### src/rtl/core/irptp_pkg.sv
// shared constants and types of the ir pulse train packetizer
// no dependencies
package irptp_pkg;

    localparam int PACKET_BYTES_DEF = 64;

    localparam int CARRIER_W = 17;
    localparam int DUR_W     = 24;
    localparam int BYTE_W    = 8;
    localparam int HP_W      = 7;
    localparam int DIV_W     = 22;
    localparam int QUO_W     = 15;
    localparam int CNT_W     = 4;

    localparam logic [BYTE_W-1:0]    CMD_IR_DATA     = 8'h01;
    localparam logic [15:0]          DEFAULT_CARRIER = 16'd38000;
    localparam logic [15:0]          MIN_CARRIER     = 16'd30000;
    localparam logic [15:0]          MAX_CARRIER     = 16'd42000;
    localparam logic [DIV_W-1:0]     HALF_PERIOD_NUM = 22'd3000000;
    localparam logic [DUR_W-1:0]     COMMAND_THRESHOLD = 24'h007500;
    // 13 * 0x8000, at or above this the command quotient saturates
    localparam logic [DUR_W-1:0]     CMD_SAT_LIMIT   = 24'd425984;
    // ceil(2^23 / 13), gives floor(d / 13) exactly for d below 2^19
    localparam logic [19:0]          CMD_RECIP       = 20'd645278;
    localparam int                   CMD_RECIP_SHIFT = 23;
    localparam logic [QUO_W-1:0]     WORD_MAX        = 15'h7FFF;

    // quotient bits minus one for each division kind
    localparam logic [CNT_W-1:0]     HP_STEPS_M1   = 4'd6;
    localparam logic [CNT_W-1:0]     DATA_STEPS_M1 = 4'd11;

    typedef struct packed {
        logic [DUR_W-1:0] duration;
        logic             final_item;
    } dur_word_t;

    typedef struct packed {
        logic [BYTE_W-1:0] out_byte;
        logic              packet_end;
        logic              run_last;
    } pkt_word_t;

    typedef struct packed {
        logic             start;
        logic [DIV_W-1:0] num;
        logic [DIV_W-1:0] dsor;
        logic [CNT_W-1:0] steps_m1;
    } div_req_t;

    typedef struct packed {
        logic             done;
        logic [QUO_W-1:0] quo;
    } div_rsp_t;

endpackage

### src/rtl/core/irptp_if.sv
// valid/ready channel interfaces: duration input, packet byte output, carrier write
// depends on irptp_pkg
interface irptp_dur_if import irptp_pkg::*; ();
    logic      valid;
    logic      ready;
    dur_word_t data;

    modport source (output valid, output data, input ready);
    modport sink   (input valid, input data, output ready);
endinterface

interface irptp_pkt_if import irptp_pkg::*; ();
    logic      valid;
    logic      ready;
    pkt_word_t data;

    modport source (output valid, output data, input ready);
    modport sink   (input valid, input data, output ready);
endinterface

interface irptp_cfg_if import irptp_pkg::*; ();
    logic                 valid;
    logic                 ready;
    logic [CARRIER_W-1:0] data;

    modport source (output valid, output data, input ready);
    modport sink   (input valid, input data, output ready);
endinterface

### src/rtl/core/ir_pulse_train_packetizer.sv
// top level of the ir pulse train packetizer: carrier register, sequencer, divider
// depends on irptp_pkg, irptp_if, irptp_divider, irptp_seq
//
//  channel    role   word                               accepted when
//  dur_chan   sink   duration[23:0], final_item         valid && ready
//  pkt_chan   source out_byte[7:0], packet_end, run_last valid && ready
//  cfg_chan   sink   carrier_hz[16:0]                   valid && ready (ready tied high)
//
// one duration at a time; the shared divider sets the pace, one quotient bit a cycle
// data word: a divider pass (12 divider steps), then its n bytes; command word (reciprocal multiply)
// and saturated word: no divider pass, only the n bytes; n is the byte count of the item (2..PACKET_BYTES)
// packet start adds the half-period division (7 steps)
// asynchronous active-low reset clears control state only; no clearing pass
// a stall on pkt_chan freezes emission; the held byte does not block the next duration

module ir_pulse_train_packetizer import irptp_pkg::*;
#(
    parameter int PACKET_BYTES = PACKET_BYTES_DEF
)
(
    input  logic         clk,
    input  logic         rst_n,
    irptp_dur_if.sink    dur_chan,
    irptp_pkt_if.source  pkt_chan,
    irptp_cfg_if.sink    cfg_chan
);

    // carrier register, written any time, sampled at packet start
    logic [CARRIER_W-1:0] carrier_reg, carrier_next;

    div_req_t div_req;
    div_rsp_t div_rsp;

    assign cfg_chan.ready = 1'b1;

    always_comb
    begin
        carrier_next = carrier_reg;
        if (cfg_chan.valid)
            carrier_next = cfg_chan.data;
    end

    always_ff @(posedge clk or negedge rst_n)
    begin
        if (!rst_n)
            carrier_reg <= '0;
        else
            carrier_reg <= carrier_next;
    end

    // sequencer: header, word and padding bytes, output register
    irptp_seq #(
        .PACKET_BYTES (PACKET_BYTES)
    ) u_seq (
        .clk        (clk),
        .rst_n      (rst_n),
        .carrier_hz (carrier_reg),
        .dur_chan   (dur_chan),
        .pkt_chan   (pkt_chan),
        .div_req    (div_req),
        .div_rsp    (div_rsp)
    );

    // one divider shared by the half-period and data word divisions
    irptp_divider u_divider (
        .clk   (clk),
        .rst_n (rst_n),
        .req   (div_req),
        .rsp   (div_rsp)
    );

endmodule

### src/rtl/core/irptp_divider.sv
// shared restoring divider, one quotient bit per cycle
// depends on irptp_pkg
module irptp_divider import irptp_pkg::*;
(
    input  logic     clk,
    input  logic     rst_n,
    input  div_req_t req,
    output div_rsp_t rsp
);

    logic [DIV_W-1:0] rem_reg, rem_next;
    logic [DIV_W-1:0] dsor_reg, dsor_next;
    logic [QUO_W-1:0] quo_reg, quo_next;
    logic [CNT_W-1:0] cnt_reg, cnt_next;
    logic             busy_reg, busy_next;
    logic             done_reg, done_next;
    logic             ge;

    assign ge = (rem_reg >= dsor_reg);

    always_comb
    begin
        rem_next  = rem_reg;
        dsor_next = dsor_reg;
        quo_next  = quo_reg;
        cnt_next  = cnt_reg;
        busy_next = busy_reg;
        done_next = 1'b0;
        if (req.start)
        begin
            rem_next  = req.num;
            dsor_next = req.dsor;
            quo_next  = '0;
            cnt_next  = req.steps_m1;
            busy_next = 1'b1;
        end
        else if (busy_reg)
        begin
            rem_next  = ge ? (rem_reg - dsor_reg) : rem_reg;
            quo_next  = {quo_reg[QUO_W-2:0], ge};
            dsor_next = dsor_reg >> 1;
            cnt_next  = cnt_reg - 1'b1;
            if (cnt_reg == '0)
            begin
                busy_next = 1'b0;
                done_next = 1'b1;
            end
        end
    end

    always_ff @(posedge clk or negedge rst_n)
    begin
        if (!rst_n)
        begin
            busy_reg <= 1'b0;
            done_reg <= 1'b0;
            cnt_reg  <= '0;
        end
        else
        begin
            busy_reg <= busy_next;
            done_reg <= done_next;
            cnt_reg  <= cnt_next;
        end
    end

    always_ff @(posedge clk)
    begin
        rem_reg  <= rem_next;
        dsor_reg <= dsor_next;
        quo_reg  <= quo_next;
    end

    assign rsp.done = done_reg;
    assign rsp.quo  = quo_reg;

endmodule

### src/rtl/core/irptp_seq.sv
// sequencer: takes a duration, drives the shared divider, emits packet bytes
// depends on irptp_pkg, irptp_if
module irptp_seq import irptp_pkg::*;
#(
    parameter int PACKET_BYTES = PACKET_BYTES_DEF
)
(
    input  logic                 clk,
    input  logic                 rst_n,
    input  logic [CARRIER_W-1:0] carrier_hz,
    irptp_dur_if.sink            dur_chan,
    irptp_pkt_if.source          pkt_chan,
    output div_req_t             div_req,
    input  div_rsp_t             div_rsp
);

    localparam int POS_W = $clog2(PACKET_BYTES);
    localparam int CMP_W = POS_W + 2;
    localparam logic [POS_W-1:0] POS_LAST = POS_W'(PACKET_BYTES - 1);
    localparam logic [CMP_W-1:0] PKT_LEN  = CMP_W'(PACKET_BYTES);

    typedef enum logic [4:0] {
        S_IDLE   = 5'b00001,
        S_HP     = 5'b00010,
        S_LAUNCH = 5'b00100,
        S_WORD   = 5'b01000,
        S_EMIT   = 5'b10000
    } seq_state_t;

    typedef enum logic [4:0] {
        PH_CMD = 5'b00001,
        PH_HP  = 5'b00010,
        PH_HI  = 5'b00100,
        PH_LO  = 5'b01000,
        PH_PAD = 5'b10000
    } phase_t;

    seq_state_t        state_reg, state_next;
    phase_t            phase_reg, phase_next;
    logic [POS_W-1:0]  pos_reg, pos_next;
    logic              parity_reg, parity_next;
    logic [HP_W-1:0]   hp_reg, hp_next;
    logic [DUR_W-1:0]  dur_reg, dur_next;
    logic              final_reg, final_next;
    logic              hdr_reg, hdr_next;
    logic [QUO_W-1:0]  word_reg, word_next;
    pkt_word_t         out_reg, out_next;
    logic              out_valid_reg, out_valid_next;

    logic [15:0]       carrier_clamped;
    logic              accept;
    logic              can_load;
    logic              is_cmd;
    logic              cmd_sat;
    logic              need_div;
    logic [17:0]       dur6;
    logic [38:0]       cmd_prod;
    logic [QUO_W-1:0]  cmd_quo;
    logic              end_b;
    logic              pad_need;
    logic [BYTE_W-1:0] emit_byte;
    logic              emit_last;
    phase_t            emit_phase;
    phase_t            first_phase;

    // zero means default, then clamp to the legal carrier range
    always_comb
    begin
        if (carrier_hz == '0)
            carrier_clamped = DEFAULT_CARRIER;
        else if (carrier_hz < {1'b0, MIN_CARRIER})
            carrier_clamped = MIN_CARRIER;
        else if (carrier_hz > {1'b0, MAX_CARRIER})
            carrier_clamped = MAX_CARRIER;
        else
            carrier_clamped = carrier_hz[15:0];
    end

    assign dur_chan.ready = (state_reg == S_IDLE);
    assign accept         = dur_chan.valid && dur_chan.ready;
    assign can_load       = !out_valid_reg || pkt_chan.ready;

    assign is_cmd   = (dur_reg >= COMMAND_THRESHOLD);
    assign cmd_sat  = (dur_reg >= CMD_SAT_LIMIT);
    assign need_div = !is_cmd && (hp_reg != '0);
    // data durations stay below 0x7500, so 6*d fits 18 bits
    assign dur6 = {1'b0, dur_reg[14:0], 2'b00} + {2'b00, dur_reg[14:0], 1'b0};
    // unsaturated command values stay below 2^19, divide by 13 through the reciprocal
    assign cmd_prod = dur_reg[18:0] * CMD_RECIP;
    assign cmd_quo  = QUO_W'(cmd_prod >> CMD_RECIP_SHIFT);

    assign first_phase = hdr_reg ? PH_CMD : PH_HI;

    always_comb
    begin
        div_req = '0;
        if (state_reg == S_IDLE && accept && pos_reg == '0)
        begin
            div_req.start    = 1'b1;
            div_req.num      = HALF_PERIOD_NUM;
            div_req.dsor     = {carrier_clamped, 6'b000000};
            div_req.steps_m1 = HP_STEPS_M1;
        end
        else if (state_reg == S_LAUNCH && need_div)
        begin
            div_req.start    = 1'b1;
            div_req.num      = {4'b0000, dur6};
            div_req.dsor     = {4'b0000, hp_reg, 11'b0};
            div_req.steps_m1 = DATA_STEPS_M1;
        end
    end

    // byte selection for the current emit phase
    assign end_b    = (pos_reg == POS_LAST);
    assign pad_need = !end_b && (final_reg || (({2'b00, pos_reg} + CMP_W'(3)) > PKT_LEN));

    always_comb
    begin
        emit_byte  = '0;
        emit_last  = 1'b0;
        emit_phase = phase_reg;
        case (phase_reg)
            PH_CMD:
            begin
                emit_byte  = CMD_IR_DATA;
                emit_phase = PH_HP;
            end
            PH_HP:
            begin
                emit_byte  = {1'b0, hp_reg};
                emit_phase = PH_HI;
            end
            PH_HI:
            begin
                emit_byte  = {~parity_reg, word_reg[14:8]};
                emit_phase = PH_LO;
            end
            PH_LO:
            begin
                emit_byte  = word_reg[7:0];
                emit_last  = !pad_need;
                emit_phase = PH_PAD;
            end
            PH_PAD:
            begin
                emit_byte  = '0;
                emit_last  = end_b;
            end
            default:
            begin
                emit_byte  = '0;
                emit_last  = 1'b1;
            end
        endcase
    end

    always_comb
    begin
        state_next     = state_reg;
        phase_next     = phase_reg;
        pos_next       = pos_reg;
        parity_next    = parity_reg;
        hp_next        = hp_reg;
        dur_next       = dur_reg;
        final_next     = final_reg;
        hdr_next       = hdr_reg;
        word_next      = word_reg;
        out_next       = out_reg;
        out_valid_next = out_valid_reg && !pkt_chan.ready;
        case (state_reg)
            S_IDLE:
            begin
                if (accept)
                begin
                    dur_next   = dur_chan.data.duration;
                    final_next = dur_chan.data.final_item;
                    hdr_next   = (pos_reg == '0);
                    state_next = (pos_reg == '0) ? S_HP : S_LAUNCH;
                end
            end
            S_HP:
            begin
                if (div_rsp.done)
                begin
                    hp_next    = div_rsp.quo[HP_W-1:0];
                    state_next = S_LAUNCH;
                end
            end
            S_LAUNCH:
            begin
                if (need_div)
                    state_next = S_WORD;
                else
                begin
                    word_next  = (is_cmd && !cmd_sat) ? cmd_quo : WORD_MAX;
                    phase_next = first_phase;
                    state_next = S_EMIT;
                end
            end
            S_WORD:
            begin
                if (div_rsp.done)
                begin
                    word_next  = div_rsp.quo;
                    phase_next = first_phase;
                    state_next = S_EMIT;
                end
            end
            S_EMIT:
            begin
                if (can_load)
                begin
                    out_next.out_byte   = emit_byte;
                    out_next.packet_end = end_b;
                    out_next.run_last   = emit_last;
                    out_valid_next      = 1'b1;
                    pos_next            = end_b ? '0 : pos_reg + 1'b1;
                    phase_next          = emit_phase;
                    if (emit_last)
                    begin
                        parity_next = final_reg ? 1'b0 : ~parity_reg;
                        state_next  = S_IDLE;
                    end
                end
            end
            default:
            begin
                state_next = S_IDLE;
            end
        endcase
    end

    always_ff @(posedge clk or negedge rst_n)
    begin
        if (!rst_n)
        begin
            state_reg     <= S_IDLE;
            phase_reg     <= PH_CMD;
            pos_reg       <= '0;
            parity_reg    <= 1'b0;
            hp_reg        <= '0;
            out_valid_reg <= 1'b0;
        end
        else
        begin
            state_reg     <= state_next;
            phase_reg     <= phase_next;
            pos_reg       <= pos_next;
            parity_reg    <= parity_next;
            hp_reg        <= hp_next;
            out_valid_reg <= out_valid_next;
        end
    end

    always_ff @(posedge clk)
    begin
        dur_reg   <= dur_next;
        final_reg <= final_next;
        hdr_reg   <= hdr_next;
        word_reg  <= word_next;
        out_reg   <= out_next;
    end

    assign pkt_chan.valid = out_valid_reg;
    assign pkt_chan.data  = out_reg;

endmodule

### src/flat_wrapper.sv
// flat-port wrapper written by rule: the top's interface ports become plain ports
module ir_pulse_train_packetizer_flat import irptp_pkg::*;
#(
    parameter int PACKET_BYTES = PACKET_BYTES_DEF
)
  (clk, rst_n, dur_chan_valid, dur_chan_data, dur_chan_ready, pkt_chan_valid, pkt_chan_data, pkt_chan_ready, cfg_chan_valid, cfg_chan_data, cfg_chan_ready);
  irptp_dur_if dur_chan_i ();
  irptp_pkt_if pkt_chan_i ();
  irptp_cfg_if cfg_chan_i ();
  input  logic clk;
  input  logic rst_n;
  input wire logic [$bits(dur_chan_i.valid)-1:0] dur_chan_valid;
  input wire logic [$bits(dur_chan_i.data)-1:0] dur_chan_data;
  output wire logic [$bits(dur_chan_i.ready)-1:0] dur_chan_ready;
  output wire logic [$bits(pkt_chan_i.valid)-1:0] pkt_chan_valid;
  output wire logic [$bits(pkt_chan_i.data)-1:0] pkt_chan_data;
  input wire logic [$bits(pkt_chan_i.ready)-1:0] pkt_chan_ready;
  input wire logic [$bits(cfg_chan_i.valid)-1:0] cfg_chan_valid;
  input wire logic [$bits(cfg_chan_i.data)-1:0] cfg_chan_data;
  output wire logic [$bits(cfg_chan_i.ready)-1:0] cfg_chan_ready;
  assign dur_chan_i.valid = dur_chan_valid;
  assign dur_chan_i.data = dur_chan_data;
  assign dur_chan_ready = dur_chan_i.ready;
  assign pkt_chan_valid = pkt_chan_i.valid;
  assign pkt_chan_data = pkt_chan_i.data;
  assign pkt_chan_i.ready = pkt_chan_ready;
  assign cfg_chan_i.valid = cfg_chan_valid;
  assign cfg_chan_i.data = cfg_chan_data;
  assign cfg_chan_ready = cfg_chan_i.ready;
  ir_pulse_train_packetizer #(.PACKET_BYTES(PACKET_BYTES)) u_core (.clk(clk), .rst_n(rst_n), .dur_chan(dur_chan_i), .pkt_chan(pkt_chan_i), .cfg_chan(cfg_chan_i));
endmodule
### config.mk
export PLATFORM = sky130hd
export DESIGN_NAME = ir_pulse_train_packetizer_flat
export DESIGN_NICKNAME = d
export VERILOG_FILES = /design/src/rtl/core/irptp_pkg.sv /design/src/rtl/core/irptp_if.sv /design/src/rtl/core/ir_pulse_train_packetizer.sv /design/src/rtl/core/irptp_divider.sv /design/src/rtl/core/irptp_seq.sv /design/src/flat_wrapper.sv
export SDC_FILE = /design/constraint.sdc
export NUM_CORES = 1
export LEC_CHECK = 0
export BUFFER_PORTS_ARGS = -buffer_cell sky130_fd_sc_hd__buf_2
export CORE_MARGIN = 4
export CORE_UTILIZATION = 24
export CTS_CLUSTER_SIZE = 20
export DETAILED_ROUTE_END_ITERATION = 12
export HOLD_SLACK_MARGIN = 0.03
export PLACE_DENSITY = 0.41
export SYNTH_ARGS = -nofsm -noshare
export SYNTH_HDL_FRONTEND = slang
export SYNTH_SLANG_ARGS = --single-unit
### constraint.sdc
create_clock -name clk -period 15.19 [get_ports clk]
set_clock_uncertainty 0.1 [all_clocks]
set_input_delay 3.038 -clock clk [delete_from_list [all_inputs] [get_ports clk]]
set_output_delay 3.038 -clock clk [all_outputs]
set_load 0.01 [all_outputs]
==> flow_summary.json <==
{
  "synth_ff_type": "edfxtp_1",
  "min_period_ns": 6.58,
  "die_height_um": 253,
  "overflow": 0,
  "core_area_um2": 59400,
  "start_util_pct": 24.3,
  "die_w_um": 253,
  "status": "completed",
  "cp.arrival_ns": 6.67,
  "cts-root-buf": "clkbuf_16",
  "drt_first_pass_iters": 5,
  "postCtsHoldBufs": 0,
  "setup_tns_ns": 0,
  "syn_nets": 1749,
  "finalMaxSlewViolations": 0,
  "setup_viol": 0,
  "crit_slowest_cell": "edfxtp_1",
  "cts_buffers": 17,
  "cts_sinks": 158,
  "relSlewSlack_pct": 20.4,
  "ys_seq_area_share_pct": 30.1,
  "rsz0062_at_grt": "false",
  "antenna_found_initial": 0,
  "hold_path_class": "flop to flop",
  "antenna_cells": 0,
  "cts_tree": "built",
  "cp_num_cells": 20,
  "cp_num_buf_inv": 5,
  "tightest_slew_ns": 1.19,
  "synth_cells": 1375,
  "first_global_vias": 10600,
  "fin_nets": 1806,
  "maxCapViolCount": 0,
  "start_kind": "flop",
  "ys_ff_latch": 158,
  "post_cts_buffers": 0,
  "wl_per_cell_um": 17.3,
  "hold_depth": 2,
  "insertion_delay_ns": 0.47,
  "async_reset_ff_share_pct": 30.4,
  "die-area_um2": 64200,
  "ant_nets": 0,
  "cp_cell_sequence": "inv_1 > ha_1 > fa_1 > inv_1 > fa_1 > inv_1 > fa_1 > fa_1 > inv_1 > fa_1 > inv_1 > ha_1 > nand2_1 > a21oi_1 > a221oi_1 > o21ai_1 > a221oi_2 > o21ai_0 > nor4_1 > a211oi_1",
  "io_pins": 60,
  "fill_cells": 6253,
  "worst-path-max-fanout": 10,
  "clock_path_buffers": 2,
  "grt_max_degree": 49,
  "htree_levels": 4,
  "viasPerCell": 4.50,
  "grt_pass1_wl_um": 62200,
  "drt_iter0_markers": 512,
  "avgSynthCellArea_um2": 10.5,
  "cts_resized": 0,
  "num_rows": 89,
  "fmax_mhz": 152,
  "dpl_cell_area_um2": 15700,
  "final_cell_area_um2": 16300,
  "ys_warn_count": 0,
  "critical-path-top-delay-family": "adder cells",
  "syn_area_um2": 14500,
  "finalCritPeriodShare_pct": 43.3,
  "track_usage_pct": 12.6,
  "endpoint_kind": "flop",
  "port_buffers": 58,
  "layout-drive-gt1-share_pct": 10.6,
  "drc": 0,
  "wl_um": 38500,
  "synth_cell_types": 84,
  "area_growth_pct": 12.6,
  "timing.final.hold_violations": 0,
  "vias": 9973,
  "largest_reg_flops": 24,
  "cp_slowest_stage_delay_ns": 0.72,
  "path_class": "flop to flop",
  "synth-edff-count": 95,
  "place_hpwl_um": 30800,
  "gp_congestion": 0.844,
  "cp.required_ns": 15.28,
  "rr_worst_depth": 20,
  "clk_pin_slew_worst_paths_ns": 0.07
}
synthesized netlist by cell type, types with 12 or more instances:
| master | n | area [um2] |
|---|---|---|
| nand3_1 | 24 | 120 |
| mux2i_1 | 16 | 160 |
| o22a_1 | 12 | 105 |
| xnor2_1 | 28 | 245 |
| nor2_1 | 72 | 270 |
| a21oi_1 | 53 | 265 |
| a211oi_1 | 12 | 90.1 |
| edfxtp_1 | 95 | 2850 |
| dfxtp_1 | 15 | 300 |
| mux2_2 | 24 | 270 |
| o21ai_0 | 61 | 305 |
| and3_1 | 12 | 75.1 |
| fa_1 | 125 | 2500 |
| clkbuf_1 | 23 | 86.3 |
| ha_1 | 202 | 2530 |
| inv_1 | 227 | 852 |
| xor2_1 | 20 | 175 |
| dfrtp_1 | 46 | 1150 |
| a21o_1 | 25 | 188 |
| nor3_1 | 16 | 80.1 |
| nand2_1 | 83 | 312 |
routing by layer:
metal  global-route usage (%)  routed length, um  vias to the layer above
li1                         -                  -                     4879
met1                     17.6              19100                     4944
met2                     20.3              17900                      125
met3                     2.32                953                       25
met4                     2.88                475                        0
met5                        0                  0                        -
kinds of logic after synthesis:
| logic type | Yosys count | share of synthesized area [%] |
|---|---|---|
| other | 1 | 0.0259 |
| adders and majority gates | 327 | 34.8 |
| xor gates and xnor gates | 48 | 2.91 |
| muxes | 46 | 3.60 |
| and+or+nand+nor | 282 | 9.73 |
| AOI/OAI and AO/OA | 257 | 12.0 |
| DFF | 158 | 30.1 |
| buffers and inverters | 256 | 6.76 |
through the flow:
step	cells	hold WS, ns	utilization (%)	setup slack, ns
after floorplan	1375	0.361	-	9.38
after global placement	2186	0.381	26.4	8.74
after detailed placement	2186	0.402	26.4	8.60
after CTS	2218	0.415	27.4	8.54
after global routing	2218	0.462	27.4	8.24
final	2218	0.411	27.4	8.61
area by class of cell:
class | instances | area (um2) | area share [%]
Timing Repair Buffer | 67 | 358 | 2.20
Clock buffer | 22 | 507 | 3.11
Clock inverter | 10 | 110 | 0.677
Tap cell | 773 | 967 | 5.94
Inverter | 227 | 852 | 5.24
Multi-Input combinational cell | 961 | 9120 | 56.1
Sequential cell | 158 | 4360 | 26.8
worst paths after layout:
path	startpoint	endpoint	slack, ns
max	u_core.u_seq.dur_reg[8]	u_core.u_seq.word_reg[8]	8.61
min	u_core.u_divider.quo_reg[14]	u_core.u_divider.quo_reg[14]	0.41
max reg2reg	u_core.u_seq.dur_reg[8]	u_core.u_seq.word_reg[8]	8.61
min reg2reg	u_core.u_divider.quo_reg[14]	u_core.u_divider.quo_reg[14]	0.41
max in group asynchronous	rst_n	u_core.u_seq.phase_reg[1]	11.99
min in group asynchronous	rst_n	u_core.carrier_reg[0]	2.55
placed cells by master (no fill, tap or decap), types with 10 or more instances in the layout:
master,synthesis,final
nor3_1,16,16
edfxtp_1,95,95
a22oi_1,11,11
nor2_1,72,72
a211oi_1,12,12
nand3_1,24,24
dfrtp_1,46,46
mux2_2,24,24
nand2b_1,10,10
nand4_1,11,11
dfxtp_1,15,15
and3_1,12,12
o211ai_1,10,10
fa_1,125,125
ha_1,202,202
nor4_1,11,11
a21oi_1,53,53
buf_2,4,58
xor2_1,20,20
xnor2_1,28,28
nand2_1,83,83
inv_1,227,227
a21o_1,25,25
mux2i_1,16,16
clkbuf_16,0,19
o21ai_0,61,60
o22a_1,12,12
worst min-delay path: stages (launching register included):
cell,delay (ns)
dfxtp_1,0.33
mux2i_1,0.07
nor2_1,0.08
Power is not shown: default switching activity piles up to over one toggle a cycle in this logic, so the estimate is an artifact.
